File: config.mk
export PLATFORM = sky130hd
export DESIGN_NAME = palette_two_colour_mix_select_top
export DESIGN_NICKNAME = d
export VERILOG_FILES = /design/src/rtl/ptcms_pkg.sv /design/src/rtl/palette_two_colour_mix_select_top.sv /design/src/rtl/ptcms_ram.sv
export SDC_FILE = /design/constraint.sdc
export NUM_CORES = 2
export LEC_CHECK = 0
export ABC_AREA = 1
export BUFFER_PORTS_ARGS = -buffer_cell sky130_fd_sc_hd__buf_2
export CAP_MARGIN = 40
export CORE_MARGIN = 2
export CORE_UTILIZATION = 63
export DETAILED_ROUTE_END_ITERATION = 12
export PLACE_DENSITY = 0.88
export RECOVER_POWER = 50
export SETUP_SLACK_MARGIN = 0.05
export SLEW_MARGIN = 20
export SYNTH_ARGS = -nofsm -noshare
export SYNTH_HDL_FRONTEND = slang
export SYNTH_HIERARCHICAL = 1
export SYNTH_SLANG_ARGS = --single-unit
File: constraint.sdc
create_clock -name clock -period 15.9 [get_ports clock]
set_input_delay 3.18 -clock clock [delete_from_list [all_inputs] [get_ports clock]]
set_output_delay 3.18 -clock clock [all_outputs]
set_load 0.01 [all_outputs]
File: src/rtl/ptcms_pkg.sv
package ptcms_pkg;

   typedef struct packed {
      logic [7:0] red;
      logic [7:0] green;
      logic [7:0] blue;
   } rgb_type;

   localparam logic OP_LOAD  = 1'b0;
   localparam logic OP_QUERY = 1'b1;

   localparam logic [1:0] CH_RED   = 2'd0;
   localparam logic [1:0] CH_GREEN = 2'd1;
   localparam logic [1:0] CH_BLUE  = 2'd2;

   function automatic logic [7:0] chan_sel(rgb_type c, logic [1:0] k);
      logic [7:0] v;
      case (k)
         CH_RED:   v = c.red;
         CH_GREEN: v = c.green;
         default:  v = c.blue;
      endcase
      return v;
   endfunction

   function automatic logic signed [8:0] chan_diff(logic [7:0] x, logic [7:0] y);
      return $signed({1'b0, x}) - $signed({1'b0, y});
   endfunction

endpackage

File: src/rtl/palette_two_colour_mix_select_top.sv
// Palette two-colour mix select.
// Input channel (req_*): operation load writes req_entry_index with the RGB value;
// operation query looks up a pixel. Every accepted item gives exactly one result.
// Result channel (rsp_*): mixed colour, first and second pick, blend weight in 1/256.
// Loads return all-zero fields. csr_* writes palette_count (entries in use).
// One item is worked at a time; req_stall is high from acceptance until the result
// moves into the output register. All arithmetic runs through one multiply-accumulate
// unit, one colour channel per cycle, plus a one-bit-per-cycle restoring divider.
// Sequence, acceptance to result valid, with N entries in use: a load goes straight
// to the output register. A query runs a first scan over the N entries, then a
// second scan with a dot product on each candidate move (entry 0 included); the
// scan ends early once the candidate lies beyond the first pick. When both picks
// agree, the first pick's colour is the result; else the dot products for the
// weight, 11 divide steps and the mix follow.
// Reset clears the control and sets palette_count to 16; palette contents are
// undefined until loaded. When the receiver stalls, the result holds in the output
// register; the next item is still accepted and worked, and waits for the output.
module palette_two_colour_mix_select_top #(
   parameter int PALETTE_DEPTH = 16
) (
   input  logic               clock,
   input  logic               reset,

   input  logic               req_valid,
   output logic               req_stall,
   input  logic               req_operation,
   input  logic [3:0]         req_entry_index,
   input  logic [7:0]         req_red_in,
   input  logic [7:0]         req_green_in,
   input  logic [7:0]         req_blue_in,

   output logic               rsp_valid,
   input  logic               rsp_stall,
   output logic [7:0]         rsp_red_out,
   output logic [7:0]         rsp_green_out,
   output logic [7:0]         rsp_blue_out,
   output logic [3:0]         rsp_first_pick,
   output logic [3:0]         rsp_second_pick,
   output logic signed [10:0] rsp_blend_weight,

   input  logic               csr_psel,
   input  logic               csr_penable,
   input  logic               csr_pwrite,
   input  logic [2:0]         csr_paddr,
   input  logic [31:0]        csr_pwdata,
   output logic [31:0]        csr_prdata,
   output logic               csr_pready
);

   localparam int AddrWidth = $clog2(PALETTE_DEPTH);
   localparam int UsedMax   = (PALETTE_DEPTH < 16) ? PALETTE_DEPTH : 16;
   localparam logic [4:0] UsedMaxCount = 5'(UsedMax);
   localparam logic [4:0] CountReset   = 5'd16;
   localparam logic       REG_PALETTE_COUNT = 1'b0;

   localparam logic signed [10:0] WeightMax = 11'sh3FF;
   localparam logic signed [10:0] WeightMin = 11'sh400;
   localparam logic [3:0]         QuoLastBit = 4'd10;

   localparam logic [3:0] S_IDLE    = 4'd0;
   localparam logic [3:0] S_S1_WAIT = 4'd1;
   localparam logic [3:0] S_S1_MAC  = 4'd2;
   localparam logic [3:0] S_S2_WAIT = 4'd3;
   localparam logic [3:0] S_S2_DIST = 4'd4;
   localparam logic [3:0] S_S2_DOT  = 4'd5;
   localparam logic [3:0] S_PICK    = 4'd6;
   localparam logic [3:0] S_NUM     = 4'd7;
   localparam logic [3:0] S_DEN     = 4'd8;
   localparam logic [3:0] S_PREP    = 4'd9;
   localparam logic [3:0] S_CHK     = 4'd10;
   localparam logic [3:0] S_DIV     = 4'd11;
   localparam logic [3:0] S_SAT     = 4'd12;
   localparam logic [3:0] S_MIX     = 4'd13;
   localparam logic [3:0] S_FINISH  = 4'd14;

   logic [3:0]              state_ff, state_in;
   logic [3:0]              e_ff, e_in;
   logic [1:0]              k_ff, k_in;
   logic signed [21:0]      acc_ff, acc_in;
   ptcms_pkg::rgb_type      pixel_ff, pixel_in;
   ptcms_pkg::rgb_type      first_col_ff, first_col_in;
   ptcms_pkg::rgb_type      second_col_ff, second_col_in;
   logic [3:0]              first_ff, first_in;
   logic [3:0]              second_ff, second_in;
   logic [17:0]             best_ff, best_in;
   logic [17:0]             cand_dist_ff, cand_dist_in;
   logic signed [18:0]      num_ff, num_in;
   logic [17:0]             den_ff, den_in;
   logic [27:0]             rem_ff, rem_in;
   logic [29:0]             dsh_ff, dsh_in;
   logic                    neg_ff, neg_in;
   logic [10:0]             quo_ff, quo_in;
   logic [3:0]              bit_ff, bit_in;
   logic signed [10:0]      tq_ff, tq_in;
   ptcms_pkg::rgb_type      mix_ff, mix_in;
   logic [4:0]              count_ff, count_in;

   logic                    rsp_valid_ff, rsp_valid_in;
   ptcms_pkg::rgb_type      rsp_col_ff;
   logic [3:0]              rsp_first_ff;
   logic [3:0]              rsp_second_ff;
   logic signed [10:0]      rsp_weight_ff;

   logic [4:0]              used_count;
   logic [3:0]              last_idx;
   logic                    ram_wr_en;
   logic                    idx_in_range;
   logic [23:0]             ram_rd_data;
   ptcms_pkg::rgb_type      rd_col;
   ptcms_pkg::rgb_type      req_pixel;

   logic [7:0]              ch_mem, ch_pix, ch_a, ch_b;
   logic signed [8:0]       diff_mp, diff_ma, diff_ap, diff_ba, diff_pa;
   logic signed [10:0]      op_x;
   logic signed [9:0]       op_y;
   logic signed [20:0]      mac_prod;
   logic signed [21:0]      mac_sum;
   logic                    dot_pos;

   logic signed [28:0]      n_val;
   logic [18:0]             d_val;
   logic signed [28:0]      u_val;
   logic                    div_ovf;
   logic                    div_ge;

   logic signed [21:0]      mix_round;
   logic signed [21:0]      mix_val;
   logic [7:0]              mix_chan;

   logic                    out_free;
   logic                    rsp_load;
   logic                    csr_write;

   assign req_pixel = '{red: req_red_in, green: req_green_in, blue: req_blue_in};
   assign idx_in_range = 32'(req_entry_index) < 32'(PALETTE_DEPTH);
   assign rd_col = ptcms_pkg::rgb_type'(ram_rd_data);

   ptcms_ram #(
      .WIDTH (24),
      .DEPTH (PALETTE_DEPTH)
   ) u_palette (
      .clock   (clock),
      .wr_en   (ram_wr_en),
      .wr_addr (AddrWidth'(req_entry_index)),
      .wr_data (req_pixel),
      .rd_addr (AddrWidth'(e_ff)),
      .rd_data (ram_rd_data)
   );

   always_comb begin
      used_count = count_ff;
      if (used_count == 5'd0) begin
         used_count = 5'd1;
      end
      if (used_count > UsedMaxCount) begin
         used_count = UsedMaxCount;
      end
      last_idx = 4'(used_count - 5'd1);
   end

   // shared multiply-accumulate operands
   always_comb begin
      ch_mem  = ptcms_pkg::chan_sel(rd_col, k_ff);
      ch_pix  = ptcms_pkg::chan_sel(pixel_ff, k_ff);
      ch_a    = ptcms_pkg::chan_sel(first_col_ff, k_ff);
      ch_b    = ptcms_pkg::chan_sel(second_col_ff, k_ff);
      diff_mp = ptcms_pkg::chan_diff(ch_mem, ch_pix);
      diff_ma = ptcms_pkg::chan_diff(ch_mem, ch_a);
      diff_ap = ptcms_pkg::chan_diff(ch_a, ch_pix);
      diff_ba = ptcms_pkg::chan_diff(ch_b, ch_a);
      diff_pa = ptcms_pkg::chan_diff(ch_pix, ch_a);
      case (state_ff)
         S_S1_MAC, S_S2_DIST: begin
            op_x = 11'(diff_mp);
            op_y = 10'(diff_mp);
         end
         S_S2_DOT: begin
            op_x = 11'(diff_ma);
            op_y = 10'(diff_ap);
         end
         S_NUM: begin
            op_x = 11'(diff_ba);
            op_y = 10'(diff_pa);
         end
         S_DEN: begin
            op_x = 11'(diff_ba);
            op_y = 10'(diff_ba);
         end
         S_MIX: begin
            op_x = tq_ff;
            op_y = 10'(diff_ba);
         end
         default: begin
            op_x = '0;
            op_y = '0;
         end
      endcase
      mac_prod = op_x * op_y;
      mac_sum  = acc_ff + 22'(mac_prod);
      dot_pos  = !mac_sum[21] && (mac_sum != '0);
   end

   // divider setup and steps
   always_comb begin
      n_val   = (29'(num_ff) <<< 9) + $signed({11'd0, den_ff});
      d_val   = {den_ff, 1'b0};
      u_val   = n_val[28] ? (~n_val) + $signed({10'd0, d_val}) : n_val;
      div_ovf = {3'd0, rem_ff} >= {dsh_ff, 1'b0};
      div_ge  = {2'd0, rem_ff} >= dsh_ff;
   end

   // mix: a + floor((t * (b - a) + 128) / 256), saturated
   always_comb begin
      mix_round = (22'(mac_prod) + 22'sd128) >>> 8;
      mix_val   = mix_round + $signed({14'd0, ch_a});
      if (mix_val[21]) begin
         mix_chan = 8'd0;
      end else if (mix_val > 22'sd255) begin
         mix_chan = 8'd255;
      end else begin
         mix_chan = mix_val[7:0];
      end
   end

   always_comb begin
      state_in      = state_ff;
      e_in          = e_ff;
      k_in          = k_ff;
      acc_in        = acc_ff;
      pixel_in      = pixel_ff;
      first_col_in  = first_col_ff;
      second_col_in = second_col_ff;
      first_in      = first_ff;
      second_in     = second_ff;
      best_in       = best_ff;
      cand_dist_in  = cand_dist_ff;
      num_in        = num_ff;
      den_in        = den_ff;
      rem_in        = rem_ff;
      dsh_in        = dsh_ff;
      neg_in        = neg_ff;
      quo_in        = quo_ff;
      bit_in        = bit_ff;
      tq_in         = tq_ff;
      mix_in        = mix_ff;
      ram_wr_en     = 1'b0;
      case (state_ff)
         S_IDLE: begin
            if (req_valid) begin
               if (req_operation == ptcms_pkg::OP_LOAD) begin
                  ram_wr_en = idx_in_range;
                  mix_in    = '0;
                  first_in  = '0;
                  second_in = '0;
                  tq_in     = '0;
                  state_in  = S_FINISH;
               end else begin
                  pixel_in = req_pixel;
                  e_in     = '0;
                  state_in = S_S1_WAIT;
               end
            end
         end
         S_S1_WAIT: begin
            acc_in   = '0;
            k_in     = ptcms_pkg::CH_RED;
            state_in = S_S1_MAC;
         end
         S_S1_MAC: begin
            acc_in = mac_sum;
            k_in   = k_ff + 2'd1;
            if (k_ff == ptcms_pkg::CH_BLUE) begin
               if ((e_ff == '0) || (mac_sum[17:0] < best_ff)) begin
                  best_in      = mac_sum[17:0];
                  first_in     = e_ff;
                  first_col_in = rd_col;
               end
               if (e_ff == last_idx) begin
                  e_in     = '0;
                  state_in = S_S2_WAIT;
               end else begin
                  e_in     = e_ff + 4'd1;
                  state_in = S_S1_WAIT;
               end
            end
         end
         S_S2_WAIT: begin
            acc_in   = '0;
            k_in     = ptcms_pkg::CH_RED;
            state_in = S_S2_DIST;
         end
         S_S2_DIST: begin
            acc_in = mac_sum;
            k_in   = k_ff + 2'd1;
            if (k_ff == ptcms_pkg::CH_BLUE) begin
               if ((e_ff == '0) || (mac_sum[17:0] < cand_dist_ff)) begin
                  cand_dist_in  = mac_sum[17:0];
                  second_in     = e_ff;
                  second_col_in = rd_col;
                  acc_in        = '0;
                  k_in          = ptcms_pkg::CH_RED;
                  state_in      = S_S2_DOT;
               end else if (e_ff == last_idx) begin
                  state_in = S_PICK;
               end else begin
                  e_in     = e_ff + 4'd1;
                  state_in = S_S2_WAIT;
               end
            end
         end
         S_S2_DOT: begin
            acc_in = mac_sum;
            k_in   = k_ff + 2'd1;
            if (k_ff == ptcms_pkg::CH_BLUE) begin
               // candidate beyond the first pick never moves again
               if (dot_pos || (e_ff == last_idx)) begin
                  state_in = S_PICK;
               end else begin
                  e_in     = e_ff + 4'd1;
                  state_in = S_S2_WAIT;
               end
            end
         end
         S_PICK: begin
            acc_in = '0;
            k_in   = ptcms_pkg::CH_RED;
            if (first_ff == second_ff) begin
               mix_in   = first_col_ff;
               tq_in    = '0;
               state_in = S_FINISH;
            end else begin
               state_in = S_NUM;
            end
         end
         S_NUM: begin
            acc_in = mac_sum;
            k_in   = k_ff + 2'd1;
            if (k_ff == ptcms_pkg::CH_BLUE) begin
               num_in   = mac_sum[18:0];
               acc_in   = '0;
               k_in     = ptcms_pkg::CH_RED;
               state_in = S_DEN;
            end
         end
         S_DEN: begin
            acc_in = mac_sum;
            k_in   = k_ff + 2'd1;
            if (k_ff == ptcms_pkg::CH_BLUE) begin
               den_in   = mac_sum[17:0];
               state_in = S_PREP;
            end
         end
         S_PREP: begin
            if (den_ff == '0) begin
               tq_in    = '0;
               k_in     = ptcms_pkg::CH_RED;
               state_in = S_MIX;
            end else begin
               rem_in   = u_val[27:0];
               dsh_in   = {1'b0, d_val, 10'd0};
               neg_in   = n_val[28];
               state_in = S_CHK;
            end
         end
         S_CHK: begin
            if (div_ovf) begin
               tq_in    = neg_ff ? WeightMin : WeightMax;
               k_in     = ptcms_pkg::CH_RED;
               state_in = S_MIX;
            end else begin
               quo_in   = '0;
               bit_in   = '0;
               state_in = S_DIV;
            end
         end
         S_DIV: begin
            if (div_ge) begin
               rem_in = rem_ff - dsh_ff[27:0];
            end
            quo_in = {quo_ff[9:0], div_ge};
            dsh_in = dsh_ff >> 1;
            bit_in = bit_ff + 4'd1;
            if (bit_ff == QuoLastBit) begin
               state_in = S_SAT;
            end
         end
         S_SAT: begin
            if (neg_ff) begin
               tq_in = (quo_ff > 11'd1024) ? WeightMin : $signed(~quo_ff + 11'd1);
            end else begin
               tq_in = quo_ff[10] ? WeightMax : $signed(quo_ff);
            end
            k_in     = ptcms_pkg::CH_RED;
            state_in = S_MIX;
         end
         S_MIX: begin
            k_in = k_ff + 2'd1;
            case (k_ff)
               ptcms_pkg::CH_RED:   mix_in.red   = mix_chan;
               ptcms_pkg::CH_GREEN: mix_in.green = mix_chan;
               default:             mix_in.blue  = mix_chan;
            endcase
            if (k_ff == ptcms_pkg::CH_BLUE) begin
               state_in = S_FINISH;
            end
         end
         S_FINISH: begin
            if (out_free) begin
               state_in = S_IDLE;
            end
         end
         default: begin
            state_in = S_IDLE;
         end
      endcase
   end

   assign out_free     = !rsp_valid_ff || !rsp_stall;
   assign rsp_load     = (state_ff == S_FINISH) && out_free;
   assign rsp_valid_in = rsp_load || (rsp_valid_ff && rsp_stall);

   always_ff @(posedge clock) begin
      if (reset) begin
         state_ff     <= S_IDLE;
         rsp_valid_ff <= 1'b0;
      end else begin
         state_ff     <= state_in;
         rsp_valid_ff <= rsp_valid_in;
      end
   end

   always_ff @(posedge clock) begin
      e_ff          <= e_in;
      k_ff          <= k_in;
      acc_ff        <= acc_in;
      pixel_ff      <= pixel_in;
      first_col_ff  <= first_col_in;
      second_col_ff <= second_col_in;
      first_ff      <= first_in;
      second_ff     <= second_in;
      best_ff       <= best_in;
      cand_dist_ff  <= cand_dist_in;
      num_ff        <= num_in;
      den_ff        <= den_in;
      rem_ff        <= rem_in;
      dsh_ff        <= dsh_in;
      neg_ff        <= neg_in;
      quo_ff        <= quo_in;
      bit_ff        <= bit_in;
      tq_ff         <= tq_in;
      mix_ff        <= mix_in;
      if (rsp_load) begin
         rsp_col_ff    <= mix_ff;
         rsp_first_ff  <= first_ff;
         rsp_second_ff <= second_ff;
         rsp_weight_ff <= tq_ff;
      end
   end

   assign req_stall        = (state_ff != S_IDLE);
   assign rsp_valid        = rsp_valid_ff;
   assign rsp_red_out      = rsp_col_ff.red;
   assign rsp_green_out    = rsp_col_ff.green;
   assign rsp_blue_out     = rsp_col_ff.blue;
   assign rsp_first_pick   = rsp_first_ff;
   assign rsp_second_pick  = rsp_second_ff;
   assign rsp_blend_weight = rsp_weight_ff;

   // register file
   assign csr_write = csr_psel && csr_penable && csr_pwrite && csr_pready;

   always_comb begin
      count_in = count_ff;
      if (csr_write && (csr_paddr[2] == REG_PALETTE_COUNT)) begin
         count_in = csr_pwdata[4:0];
      end
   end

   always_ff @(posedge clock) begin
      if (reset) begin
         count_ff <= CountReset;
      end else begin
         count_ff <= count_in;
      end
   end

   assign csr_pready = 1'b1;
   assign csr_prdata = (csr_paddr[2] == REG_PALETTE_COUNT) ? {27'd0, count_ff} : 32'd0;

endmodule

File: src/rtl/ptcms_ram.sv
module ptcms_ram #(
   parameter int WIDTH = 24,
   parameter int DEPTH = 16
) (
   input  logic                     clock,
   input  logic                     wr_en,
   input  logic [$clog2(DEPTH)-1:0] wr_addr,
   input  logic [WIDTH-1:0]         wr_data,
   input  logic [$clog2(DEPTH)-1:0] rd_addr,
   output logic [WIDTH-1:0]         rd_data
);

   logic [WIDTH-1:0] mem_ff [DEPTH];
   logic [WIDTH-1:0] rd_data_ff;

   always_ff @(posedge clock) begin
      if (wr_en) begin
         mem_ff[wr_addr] <= wr_data;
      end
      rd_data_ff <= mem_ff[rd_addr];
   end

   assign rd_data = rd_data_ff;

endmodule

### Yosys cells after proc, flatten, opt, wreduce, memory -nomap -nowiden

Memory sizes are Yosys's and may differ from the RTL's. A register that Yosys moved wholly into a read port is not among the register bits.
Cells that the tools add are included.

* bits of input ports: 71
* output and inout port bits: 78
* memories kept: 1
* flip-flop bits (word level): 343
* RAM bits: 384
* logic and storage cells: 254

* mux-type cells: 89
* reductions and logical operators: 56
* $add $sub $neg: 16
* eq/ne operators: 44
* magnitude comparators: 7
* multiply operators: 1
* bitwise operators: 4

Memory list
* u_palette.mem_ff: depth 16, width 24, read ports 1, clocked after Yosys merged registers in 1, wr ports 1, RTL line ptcms_ram.sv:13 `logic [WIDTH-1:0] mem_ff [DEPTH];`

Operator list (number)
* two-way mux 4 bit: 28
* two-way mux 11 bit: 9
* one-hot mux 22 bit (4 select lines): 1
* two-way mux 28 bit: 3
* two-way mux 24 bit: 3
* one-hot mux 24 bit (3 select lines): 1
* two-way mux 22 bit: 3
* one-hot mux 8 bit (2 select lines): 4
* one-hot mux 30 bit (2 select lines): 1
* one-hot mux 4 bit (15 select lines): 1
* one-hot mux 28 bit (2 select lines): 1
* one-hot mux 11 bit (5 select lines): 1
* inequality test 2 bit (second input constant): 23
* subtractor 8 x 8 -> 9 bit: 5
* one-hot mux 11 bit (4 select lines): 1
* two-way mux 8 bit: 5
* one-hot mux 10 bit (4 select lines): 1
* < comparator 18 bit: 2
* equality test 4 bit (second input constant): 8
* >= comparator 28 x 31 -> 1 bit: 1
* >= comparator 28 x 30 -> 1 bit: 1
* two-way mux 30 bit: 1
* adder 28 x 19 -> 29 bit: 1
* adder 28 x 20 -> 28 bit: 1
* other kinds (52): 111

### Longest topological paths before layout

* word-level depth: 12
* mapped depth: 66
* gate-level depth less buffers: 63

### Cells and area by module

The synthesis kept the hierarchy.

Modules (own cells, without submodules)
* palette_two_colour_mix_select_top: times used 1, seq. area each 10169.8 sq um, area an instance 26800.7 sq um, cells an instance 3125
* ptcms_ram: times used 1, seq. area each 12011.5 sq um, area an instance 16951.3 sq um, cells an instance 1597

### Worst setup path after synthesis

Ideal clock, no wire load.

* path kind: reg-to-reg
* from: register k_ff[0]
* to: register best_ff[0], enable pin
* clock period less this slack: 12.779 ns
* data arrival time: 12.286 ns
* library setup time: 0.493 ns
* buffers on the path: 3
* data required time: 15.407 ns
* setup slack: 3.121 ns
* stages on the path, launching flop included: 47
* path through: edfxtp_1 ha_1 buf_6 clkbuf_1 buf_1 a22o_1 a21oi_1 inv_1 fa_1 o21ai_0 inv_1 o21ai_0 o21ai_0 a21oi_1 nor3_1 nand2_1 nand2_1 fa_1 (+11 left out) nand3_2 nand2_1 nand2_2 ha_1 nand2_1 nor4_1 nand2_1 nand2_1 xor2_1 inv_1 ha_1 nand2_1 inv_1 a221oi_1 a31oi_1 o21ai_0 inv_1 nor3_1

* word-level cells in the longest chain between the ends: 9
* elaborated cells on any way between the ends: 19
* those cells by class: 6 x add/sub; 1 x mul; 1 x order compare; 2 x eq/ne; 6 x mux; 3 x reduce/logical

Ends and longest elaborated chain
* from (decl): RTL line palette_two_colour_mix_select_top.sv:78 `logic [1:0] k_ff, k_in;`
* from (signal assigned): RTL line palette_two_colour_mix_select_top.sv:434 `k_ff <= k_in;`
* equality test 2 x 1 -> 1 bit or logical NOT 2 bit (tied branches): RTL line ptcms_pkg.sv:18 `case (k)`
* one-hot mux 8 bit (2 select lines): RTL line ptcms_pkg.sv:18
* subtractor 8 x 8 -> 9 bit: RTL line ptcms_pkg.sv:27 `return $signed({1'b0, x}) - $signed({1'b0, y});`
* one-hot mux 11 bit (4 select lines) or one-hot mux 10 bit (4 select lines) (tied branches): RTL line palette_two_colour_mix_select_top.sv:172 `case (state_ff)`
* multiplier 11 x 10 -> 21 bit (*): RTL line palette_two_colour_mix_select_top.sv:198 `mac_prod = op_x * op_y;`
* adder 22 x 21 -> 22 bit (*): RTL line palette_two_colour_mix_select_top.sv:199 `mac_sum = acc_ff + 22'(mac_prod);`
* named net mac_sum[13]: RTL line palette_two_colour_mix_select_top.sv:117 `logic signed [21:0] mac_sum;`
* < comparator 18 bit (*): RTL line palette_two_colour_mix_select_top.sv:273 `if ((e_ff == '0) || (mac_sum[17:0] < best_ff)) begin`
* logical OR 1 bit (*): RTL line palette_two_colour_mix_select_top.sv:273
* AND reduction 3 bit (no source line) (*)
* to (signal assigned): RTL line palette_two_colour_mix_select_top.sv:441 `best_ff <= best_in;`
* to (decl): RTL line palette_two_colour_mix_select_top.sv:85 `logic [17:0] best_ff, best_in;`

The timed path passes the listed nets; every way through them passes the cells marked *.
A chain may end at the register's enable or synchronous reset.

### Final worst setup path

* from: register k_ff[0]
* to: register e_ff[0], enable pin

* word-level cells in the longest chain between the ends: 11
* elaborated cells on any way between the ends: 28
* those cells by class: 6 x add/sub; 1 x mul; 1 x order compare; 7 x eq/ne; 6 x mux; 7 x reduce/logical

Ends and longest elaborated chain
* equality test 2 x 1 -> 1 bit or logical NOT 2 bit (tied branches): RTL line ptcms_pkg.sv:18
* one-hot mux 8 bit (2 select lines): RTL line ptcms_pkg.sv:18
* subtractor 8 x 8 -> 9 bit: RTL line ptcms_pkg.sv:27
* one-hot mux 11 bit (4 select lines) or one-hot mux 10 bit (4 select lines) (tied branches): RTL line palette_two_colour_mix_select_top.sv:172
* multiplier 11 x 10 -> 21 bit (*): RTL line palette_two_colour_mix_select_top.sv:198
* adder 22 x 21 -> 22 bit (*): RTL line palette_two_colour_mix_select_top.sv:199
* named net mac_sum[13]: RTL line palette_two_colour_mix_select_top.sv:117
* branches (longest 4 deep; another with < comparator 18 bit)
* AND reduction 9 bit (no source line) (*)
* to (signal assigned): RTL line palette_two_colour_mix_select_top.sv:433 `e_ff <= e_in;`
* to (decl): RTL line palette_two_colour_mix_select_top.sv:77 `logic [3:0] e_ff, e_in;`

Mark *: on every way through the listed nets, which the timed path passes.

==> impl_metrics.csv <==
group,metric,value,unit
clocking,cts_buffers,76,
clocking,clock_sinks,750,
synthesis,synth.area.top_cells,"edfxtp_1 (49%), nand2_1 (9.7%), inv_1 (7.0%)",
floorplanning,rows,96,
drt,vias,34310,
synthesis,seq_area_frac_synth,50.70,%
clocking,cts_resized,0,
layout,area_growth,9.377,%
synthesis,synth-edff-count,716,
layout,layoutNonFillerInstCount,5824,
global_route,grt_pass1_vias,32740,
drt,drc,0,
global_route,grt_max_degree,197,
timing,slew_viol_final,310,
drt,dr.pass1.iters,6,
timing,final.setup.tns,0,ns
synthesis,syn_area_per_cell,9.266,um2
drt,drtIter0Drc,4324,
layout,final_cell_mix,"nand2_1 (1,127), inv_1 (821), edfxtp_1 (716)",
floorplanning,die_w,267.5,um
synthesis,async_flop_share,0,%
global_route,antenna_found_initial,2,
worst_setup_path,cp_max_fo,34,
floorplanning,die_height,267.5,um
timing,finalHoldViolCount,0,
drt,wl_per_cell,19.60,um
timing,relSlewSlack,-98.59,%
worst_setup_path,cp.required,16.22,ns
timing,rsz0062_at_grt,"false",
hold_path,hold_path.class,"flip-flop to flip-flop",
floorplanning,core_area,68710,um2
drt,viasPerCell,5.891,
timing,skew,0.04403,ns
synthesis,yosys.area.top_type_share,49.14,%
timing,fin_crit,12.91,ns
global_route,grt_usage,31.69,%
synthesis,synth_warnings,6,
clocking,worstSkewPairLatency,0.65,ns
layout,drive_gt1_share,7.092,%
synthesis,ys_ff_latch,750,
clocking,cts_tree,"built",
timing,whs,0.4179,ns
synthesis,synth_top_flop_cell,"edfxtp_1",
clocking,cts_hold_buf,0,
worst_setup_path,arrival,13.23,ns
synthesis,yosysUniqueCellTypes,62,
clocking,clock_path_buffers,3,
placement,portBuffers,91,
layout,final_common_cell,"nand2_1",
drt,drt_wl_total,114.1,mm
placement,numPlacedInstances,5683,
global_route,grt_pass1_wl,174.7,mm
clocking,cts_root_buffer,"clkbuf_16",
floorplanning,ios,149,
layout,nFillCells,4759,
clocking,postCtsSetupBuffers,0,
timing,worst_pin_slew,2.979,ns
timing,fmax,0.07748,GHz
floorplanning,initial_core_util,63.68,%
run_status,violations,"max-capacitance violations, max-slew violations",
synthesis,synth.largest_area_cell,"edfxtp_1",
placement,routabilityCongestion,0.9800,
global_route,overflow,0,
worst_setup_path,cpMaxStageDelayCell,"fa_1",
worst_setup_path,critical_path_class,"flip-flop to flip-flop",
job,drv_cap,7,
timing,fin_crit_sh,81.17,%
drt,ant_nets,0,
worst_setup_path,end_kind,"flip-flop",
clocking,path_clk_slew,0.06,ns
worst_setup_path,cp-start-kind,"flip-flop",
run_status,outcome,"finished with violations",
clocking,htreeDepth,3,
timing,finalSetupViolations,0,
placement,dp_hpwl,77.55,mm
floorplanning,dieArea,71570,um2
synthesis,syn_inst,4722,
worst_setup_path,cp_slowest_stage_delay,0.55,ns
synthesis,synth_area,43750,um2
worst_setup_path,path_common_cell,"inv_1",
layout,fin_nets,5259,
layout,n_antenna_cell,0,
## synth_stat cells, types with 7 or more instances
cell,n
nand2_1,1126
inv_1,821
edfxtp_1,716
nand3_1,407
nor2_1,312
ha_1,245
a21oi_1,223
o21ai_0,151
fa_1,110
xor2_1,58
buf_2,51
nand2_2,49
buf_4,42
nand4_1,42
clkbuf_1,38
nor3_1,37
dfxtp_1,34
xnor2_1,32
a22o_1,22
inv_2,15
nand3b_1,14
buf_1,13
nor4_1,13
a211oi_1,12
a31oi_1,12
a21o_1,10
o211ai_1,10
o21a_1,9
o21bai_1,9
nand3_2,7
or2_2,7
## metrics by stage
stage / cell area (um2) / util, % / setup WS [ns]
final: 47850 / 69.65 / 2.993
after global routing: 47850 / 69.65 / 2.388
after CTS: 47930 / 69.76 / 3.187
after detailed placement: 45470 / 66.18 / 3.257
after global placement: 45160 / 65.74 / 3.139
after floorplan: 43850 / - / 3.121
## critical path: cells and delay by family (launching register included)
kind / cells / cell delay [ns]
simple gates: 24 / 3.30
compound gates: 6 / 1.60
buf+inv: 14 / 2.45
fa+ha+maj: 10 / 4.36
flops: 1 / 0.43
xor+xnor: 1 / 0.37
## final cells by class
type,count,area (um2),share of cell area [%]
Sequential cell,750,22180,46.35
Multi-Input combinational cell,3015,17840,37.28
Inverter,838,3151,6.584
Clock buffer,96,2007,4.194
Tap cell,931,1165,2.434
Timing Repair Buffer,152,1052,2.199
Clock inverter,42,456.7,0.9543
## layer usage
metal / part of all wire, % / up-vias / GRT usage, %
met5: 0.011 / - / 0
met4: 4.7 / 2 / 13.74
met3: 11 / 416 / 5.094
met2: 48 / 2193 / 53.66
met1: 36 / 16020 / 40.54
li1: - / 15680 / -
## cells by family after synthesis
| kind of cell | after synthesis | share of synthesized area (%) |
|---|---|---|
| simple gates | 2034 | 19.79 |
| buf+inv | 983 | 8.957 |
| flops | 750 | 50.70 |
| compound gates | 508 | 6.698 |
| fa+ha+maj | 355 | 12.04 |
| xor+xnor | 90 | 1.802 |
| other cells | 2 | 0.01716 |
## path summary, 6_finish.rpt
kind                             start                        to  slack, ns  depth (start not counted)
setup / recovery     k_ff[0]$_DFFE_PP_         e_ff[0]$_DFFE_PP_       2.99                         55
hold / removal    mix_ff[19]$_DFFE_PP_  rsp_red_out[3]$_DFFE_PP_       0.42                          0
setup reg to reg     k_ff[0]$_DFFE_PP_         e_ff[0]$_DFFE_PP_       2.99                         55
hold reg to reg   mix_ff[19]$_DFFE_PP_  rsp_red_out[3]$_DFFE_PP_       0.42                          0
## flip-flops by register name (all words and copies together) (netlist names), 5 cells and up
register	count
acc_ff	22
best_ff	18
cand_dist_ff	18
count_ff	5
den_ff	18
dsh_ff	29
first_col_ff	24
mix_ff	24
num_ff	19
pixel_ff	24
quo_ff	11
rem_ff	28
rsp_blend_weight	11
rsp_blue_out	8
rsp_green_out	8
rsp_red_out	8
second_col_ff	24
tq_ff	11
u_palette/mem_ff	384
u_palette/rd_data	24
Power is not shown: default switching activity piles up to over one toggle a cycle in this logic, so the estimate is an artifact.
